`src/quaternion_vector_rotate_assert.svh`:
```
// Assertion macros for the quaternion vector rotator.
// Expects clk and rst in the including module's scope.
`ifndef QUATERNION_VECTOR_ROTATE_ASSERT_SVH
`define QUATERNION_VECTOR_ROTATE_ASSERT_SVH

// Same-cycle implication, disabled while in reset.
`define QVR_ASSERT_IMPL(lbl, ante, cons, msg) \
  lbl: assert property (@(posedge clk) disable iff (rst) (ante) |-> (cons)) \
    else $error(msg);

// Next-cycle implication, disabled while in reset.
`define QVR_ASSERT_NEXT(lbl, ante, cons, msg) \
  lbl: assert property (@(posedge clk) disable iff (rst) (ante) |=> (cons)) \
    else $error(msg);

`endif

```
`src/qvr_pkg.sv`:
```
// Shared types and constants for the quaternion vector rotator.
// No dependencies.
package qvr_pkg;

  localparam int unsigned DATA_W   = 16;             // rotor, vector and result width
  localparam int unsigned CFG_IDX_W = 8;
  localparam int unsigned PROD1_W  = 2 * DATA_W;     // rotor x vector
  localparam int unsigned P_W      = PROD1_W + 2;    // first Hamilton product terms
  localparam int unsigned PROD2_W  = P_W + DATA_W;   // p x rotor
  localparam int unsigned R_W      = PROD2_W + 2;    // second Hamilton product terms
  localparam int unsigned FRAC_W   = 28;             // Q2.14 squared
  localparam int unsigned Q_W      = R_W - FRAC_W;   // after scaling down

  typedef enum logic [CFG_IDX_W-1:0] {
    REG_ROTOR_REAL = 8'd0,
    REG_ROTOR_I    = 8'd1,
    REG_ROTOR_J    = 8'd2,
    REG_ROTOR_K    = 8'd3
  } cfg_reg_t;

  localparam logic signed [DATA_W-1:0] ROTOR_REAL_RESET = 16'sd16384;  // 1.0 in Q2.14

  typedef struct packed {
    logic signed [DATA_W-1:0] w;
    logic signed [DATA_W-1:0] a;
    logic signed [DATA_W-1:0] b;
    logic signed [DATA_W-1:0] c;
  } rotor_t;

  typedef struct packed {
    logic signed [P_W-1:0] w;
    logic signed [P_W-1:0] x;
    logic signed [P_W-1:0] y;
    logic signed [P_W-1:0] z;
  } quat_p_t;

  typedef struct packed {
    logic signed [R_W-1:0] x;
    logic signed [R_W-1:0] y;
    logic signed [R_W-1:0] z;
  } vec_r_t;

endpackage

```
`src/qvr_round_sat.sv`:
```
// Scale by 2^-28 with round half up, saturate to 16 bits, flag clipping.
// Depends on qvr_pkg.
module qvr_round_sat (
  input  logic                              clk,
  input  logic                              rst,
  input  logic                              in_valid,
  input  qvr_pkg::vec_r_t                   r,
  output logic                              done,
  output logic signed [qvr_pkg::DATA_W-1:0] out_x,
  output logic signed [qvr_pkg::DATA_W-1:0] out_y,
  output logic signed [qvr_pkg::DATA_W-1:0] out_z,
  output logic                              clipped
);

  localparam int unsigned R_W    = qvr_pkg::R_W;
  localparam int unsigned Q_W    = qvr_pkg::Q_W;
  localparam int unsigned FRAC_W = qvr_pkg::FRAC_W;
  localparam int unsigned D_W    = qvr_pkg::DATA_W;

  localparam logic signed [R_W-1:0] HALF   = R_W'(1) << (FRAC_W - 1);
  localparam logic signed [Q_W-1:0] Q_MAX  = Q_W'((1 << (D_W - 1)) - 1);
  localparam logic signed [Q_W-1:0] Q_MIN  = -Q_W'(1 << (D_W - 1));

  logic signed [R_W-1:0] tx, ty, tz;
  logic signed [Q_W-1:0] qx, qy, qz;
  logic                  hx, lx, hy, ly, hz, lz;
  logic signed [D_W-1:0] sx, sy, sz;

  // adding half then taking the top bits floors toward -inf
  always_comb begin
    tx = r.x + HALF;
    ty = r.y + HALF;
    tz = r.z + HALF;
    qx = tx[R_W-1:FRAC_W];
    qy = ty[R_W-1:FRAC_W];
    qz = tz[R_W-1:FRAC_W];
    hx = qx > Q_MAX;
    lx = qx < Q_MIN;
    hy = qy > Q_MAX;
    ly = qy < Q_MIN;
    hz = qz > Q_MAX;
    lz = qz < Q_MIN;
    sx = hx ? Q_MAX[D_W-1:0] : (lx ? Q_MIN[D_W-1:0] : qx[D_W-1:0]);
    sy = hy ? Q_MAX[D_W-1:0] : (ly ? Q_MIN[D_W-1:0] : qy[D_W-1:0]);
    sz = hz ? Q_MAX[D_W-1:0] : (lz ? Q_MIN[D_W-1:0] : qz[D_W-1:0]);
  end

  always_ff @(posedge clk) begin
    if (rst) begin
      done <= 1'b0;
    end else begin
      done <= in_valid;
    end
  end

  always_ff @(posedge clk) begin
    out_x   <= sx;
    out_y   <= sy;
    out_z   <= sz;
    clipped <= hx | lx | hy | ly | hz | lz;
  end

endmodule
```
`config.mk`:
```
export PLATFORM = sky130hd
export DESIGN_NAME = qvr_round_sat
export DESIGN_NICKNAME = d
export VERILOG_FILES = /design/src/quaternion_vector_rotate_assert.svh /design/src/qvr_pkg.sv /design/src/qvr_round_sat.sv
export SDC_FILE = /design/constraint.sdc
export NUM_CORES = 1
export LEC_CHECK = 0
export BUFFER_PORTS_ARGS = -buffer_cell sky130_fd_sc_hd__buf_2
export CAP_MARGIN = 5
export CORE_UTILIZATION = 38
export CTS_CLUSTER_DIAMETER = 40
export DETAILED_ROUTE_END_ITERATION = 16
export PLACE_DENSITY = 0.87
export SYNTH_ARGS = -nofsm -noshare
export SYNTH_HDL_FRONTEND = slang
export SYNTH_SLANG_ARGS = --single-unit
```
`constraint.sdc`:
```
create_clock -name clk -period 2.46 [get_ports clk]
set_input_delay 0.369 -clock clk [delete_from_list [all_inputs] [get_ports clk]]
set_output_delay 0.369 -clock clk [all_outputs]
set_load 0.01 [all_outputs]
```
==> impl_metrics.json <==
{
  "status": "finished clean",
  "cts_made_buffers": 5,
  "relSlewSlack": 0.621,
  "synth-xor-area-share": 0.142,
  "finalWeightedCongestion": 0.929,
  "synth_warnings": 0,
  "critical_path.endpoint_type": "flop",
  "final_cells": 644,
  "synth.cell_area_sq_um": 2970,
  "cp.required_ps": 2640,
  "p_int_mw": 1.37,
  "seq_area_frac_synth": 0.337,
  "place_inst": 634,
  "synth_edf_count": 0,
  "die_w_microns": 90.4,
  "cts_tree": "built",
  "num_vias": 3425,
  "postRouteAntennaNets": 0,
  "synth_compound_area_frac": 0.191,
  "cts-htree-levels": 2,
  "vias_per_cell": 5.32,
  "final_cell_mix": "buf_2, dfxtp_1, buf_4",
  "min_period_ps": 2270,
  "dieArea_sq_um": 8170,
  "drc": 0,
  "post-place-ws_ps": -100,
  "hp-class": "primary input to flop",
  "grt_pass1_vias": 3268,
  "num_io_pins": 209,
  "finalWorstSetupSlack_ps": 192,
  "drt_iter0_drc": 153,
  "die_h_microns": 90.4,
  "cts-root-buf": "clkbuf_8",
  "path_clk_slew_ps": 90,
  "grt_pass1_wl_microns": 14300,
  "power_frac_seq": 0.469,
  "rsz0062_at_grt": "false",
  "ir_drop_uv": 209,
  "core_area_sq_um": 7410,
  "drive_gt1_frac": 0.363,
  "wl_per_cell_microns": 13.3,
  "syn-instance-count": 365,
  "synth_cell_types": 58,
  "synthSimpleGateAreaFrac": 0.289,
  "synth_nets": 527,
  "overflow": 0,
  "synth-seq-cells": 50,
  "setup_violations": 0,
  "ys_async_sr_fraction": 0,
  "synthToLayoutAreaGrowth_pct": 41.9,
  "p_per_area_nw_per_um2": 443,
  "routed_wirelength_microns": 8560,
  "post_cts_resize_count": 0,
  "p_clk_frac": 0.307,
  "hpwl_microns": 6970,
  "final_common_cell": "buf_2",
  "synthMuxAreaShare": 0.00716,
  "finalCritPeriodShare": 0.922,
  "synth.avg_cell_area_sq_um": 8.14,
  "slew_viol_final": 0,
  "cts_hold_buffers": 0,
  "p_sw_mw": 0.502,
  "critPathArrivalTime_ps": 2450,
  "synth_top_family_by_area": "simple AND/OR/NAND/NOR gates",
  "synth_ff_type": "dfxtp_1",
  "fmax_mhz": 441,
  "p_leak_nw": 1.77,
  "post_cts_buffers": 0,
  "place_area_sq_um": 4100,
  "nNetsFinal": 704,
  "drt_pass1_iterations": 5,
  "synth_adder_area_share": 0.0126,
  "rows": 31,
  "cts.path.max_buffers": 2,
  "tns_ps": 0,
  "switching_share": 0.269,
  "antenna_found_initial": 4,
  "num-fill-cells": 641,
  "grt_max_degree": 17,
  "combPwrFrac": 0.224,
  "start_util": 0.401,
  "multi_input_area_sq_um": 1900,
  "critPathKind": "primary input to flop",
  "final_cell_area_sq_um": 4210,
  "io_buffers": 127,
  "tightest_slew_ps": 564,
  "hold_violations": 0,
  "cts_num_sinks": 50,
  "cp_max_fo": 15,
  "drv_cap": 0,
  "startpoint_type": "primary input",
  "grt.total_usage": 0.209,
  "regArea_sq_um": 1000
}
-- power groups by stage --
stage          Sequential [mW]  Combinational [mW]  Clock, mW
6_report                 0.877               0.418      0.573
5_1_grt                  0.882               0.461      0.629
4_1_cts                  0.878               0.419      0.599
3_5_place_dp             0.896               0.417          0
3_3_place_gp             0.895               0.405          0
2_1_floorplan            0.928               0.142          0
-- final timing paths --
path                  startpoint       end  slack [ps]  cells past startpoint
worst max-delay path       r[38]  out_z[0]         190                      9
worst min-delay path         rst      done         230                      2
-- logic make-up (layout without fill, tap and decap cells) --
group | after synthesis | in the layout
simple gates | 160 | 160
compound gates | 87 | 87
flops | 50 | 50
xor+xnor | 48 | 48
buf+inv | 15 | 193
fa+ha+maj | 3 | 3
mux | 2 | 2
other cells | 0 | 2
-- routing by layer --
| metal | global-route usage | up-vias | routed length, microns |
|---|---|---|---|
| li1 | - | 1697 | - |
| met1 | 0.247 | 1517 | 3640 |
| met2 | 0.359 | 182 | 3970 |
| met3 | 0.0572 | 25 | 711 |
| met4 | 0.0833 | 4 | 209 |
| met5 | 0 | - | 22 |
-- critical path: stages --
cell and delay (ps):
buf_2 90, nand3_1 120, or4_4 540, or4b_4 500
a211oi_2 260, o22ai_2 150, o21ai_4 190, buf_12 150
o21ai_0 90
-- cells in the mapped netlist (2+ instances only) --
cell type,number,area (sq um)
dfxtp_1,50,1000
a21o_1,3,22.5
a22oi_1,2,15.0
nand3b_1,2,15.0
o21ai_1,10,50.1
ha_1,3,37.5
o21bai_1,2,15.0
o22ai_1,2,12.5
nor2_1,29,109
nand2_1,28,105
o21ai_0,36,180
nand4_1,15,93.8
o31a_1,3,26.3
and4_1,2,17.5
a211oi_1,4,30.0
nand2b_1,6,37.5
and3_1,17,106
or3_1,2,12.5
inv_1,7,26.3
xnor2_1,25,219
nand3_1,27,135
xor2_1,23,201
nor3_1,12,60.1
a32oi_1,2,17.5
clkbuf_1,6,22.5
o41ai_1,2,17.5
nor4_1,4,25.0
o32ai_1,2,17.5
and2_1,4,25.0
a21oi_1,6,30.0
a31oi_1,2,12.5
-- flip-flops by register name, summed over array words and instances (netlist names) --
| name | cells |
|---|---|
| out_x | 16 |
| clipped | 1 |
| out_z | 16 |
| out_y | 16 |
| done | 1 |
-- through the flow --
| stage | hold slack (ps) | power (mW) | utilization |
|---|---|---|---|
| finish | 233 | 1.87 | 0.569 |
| global route | 220 | 1.97 | 0.568 |
| detailed placement | 545 | 1.31 | 0.553 |
| floorplan | 441 | 1.07 | - |
| global placement | 529 | 1.30 | 0.553 |
| CTS | 220 | 1.90 | 0.568 |
-- layout make-up --
class,instances,area share
multi-input cells,300,0.452
inverters,7,0.00624
diodes,2,0.00119
clock buffers,6,0.0172
well taps,99,0.0294
clock inverters,2,0.00891
repair buffers,178,0.248
flip-flops and latches,50,0.238
Note: power is estimated with default switching activity, not from simulation.
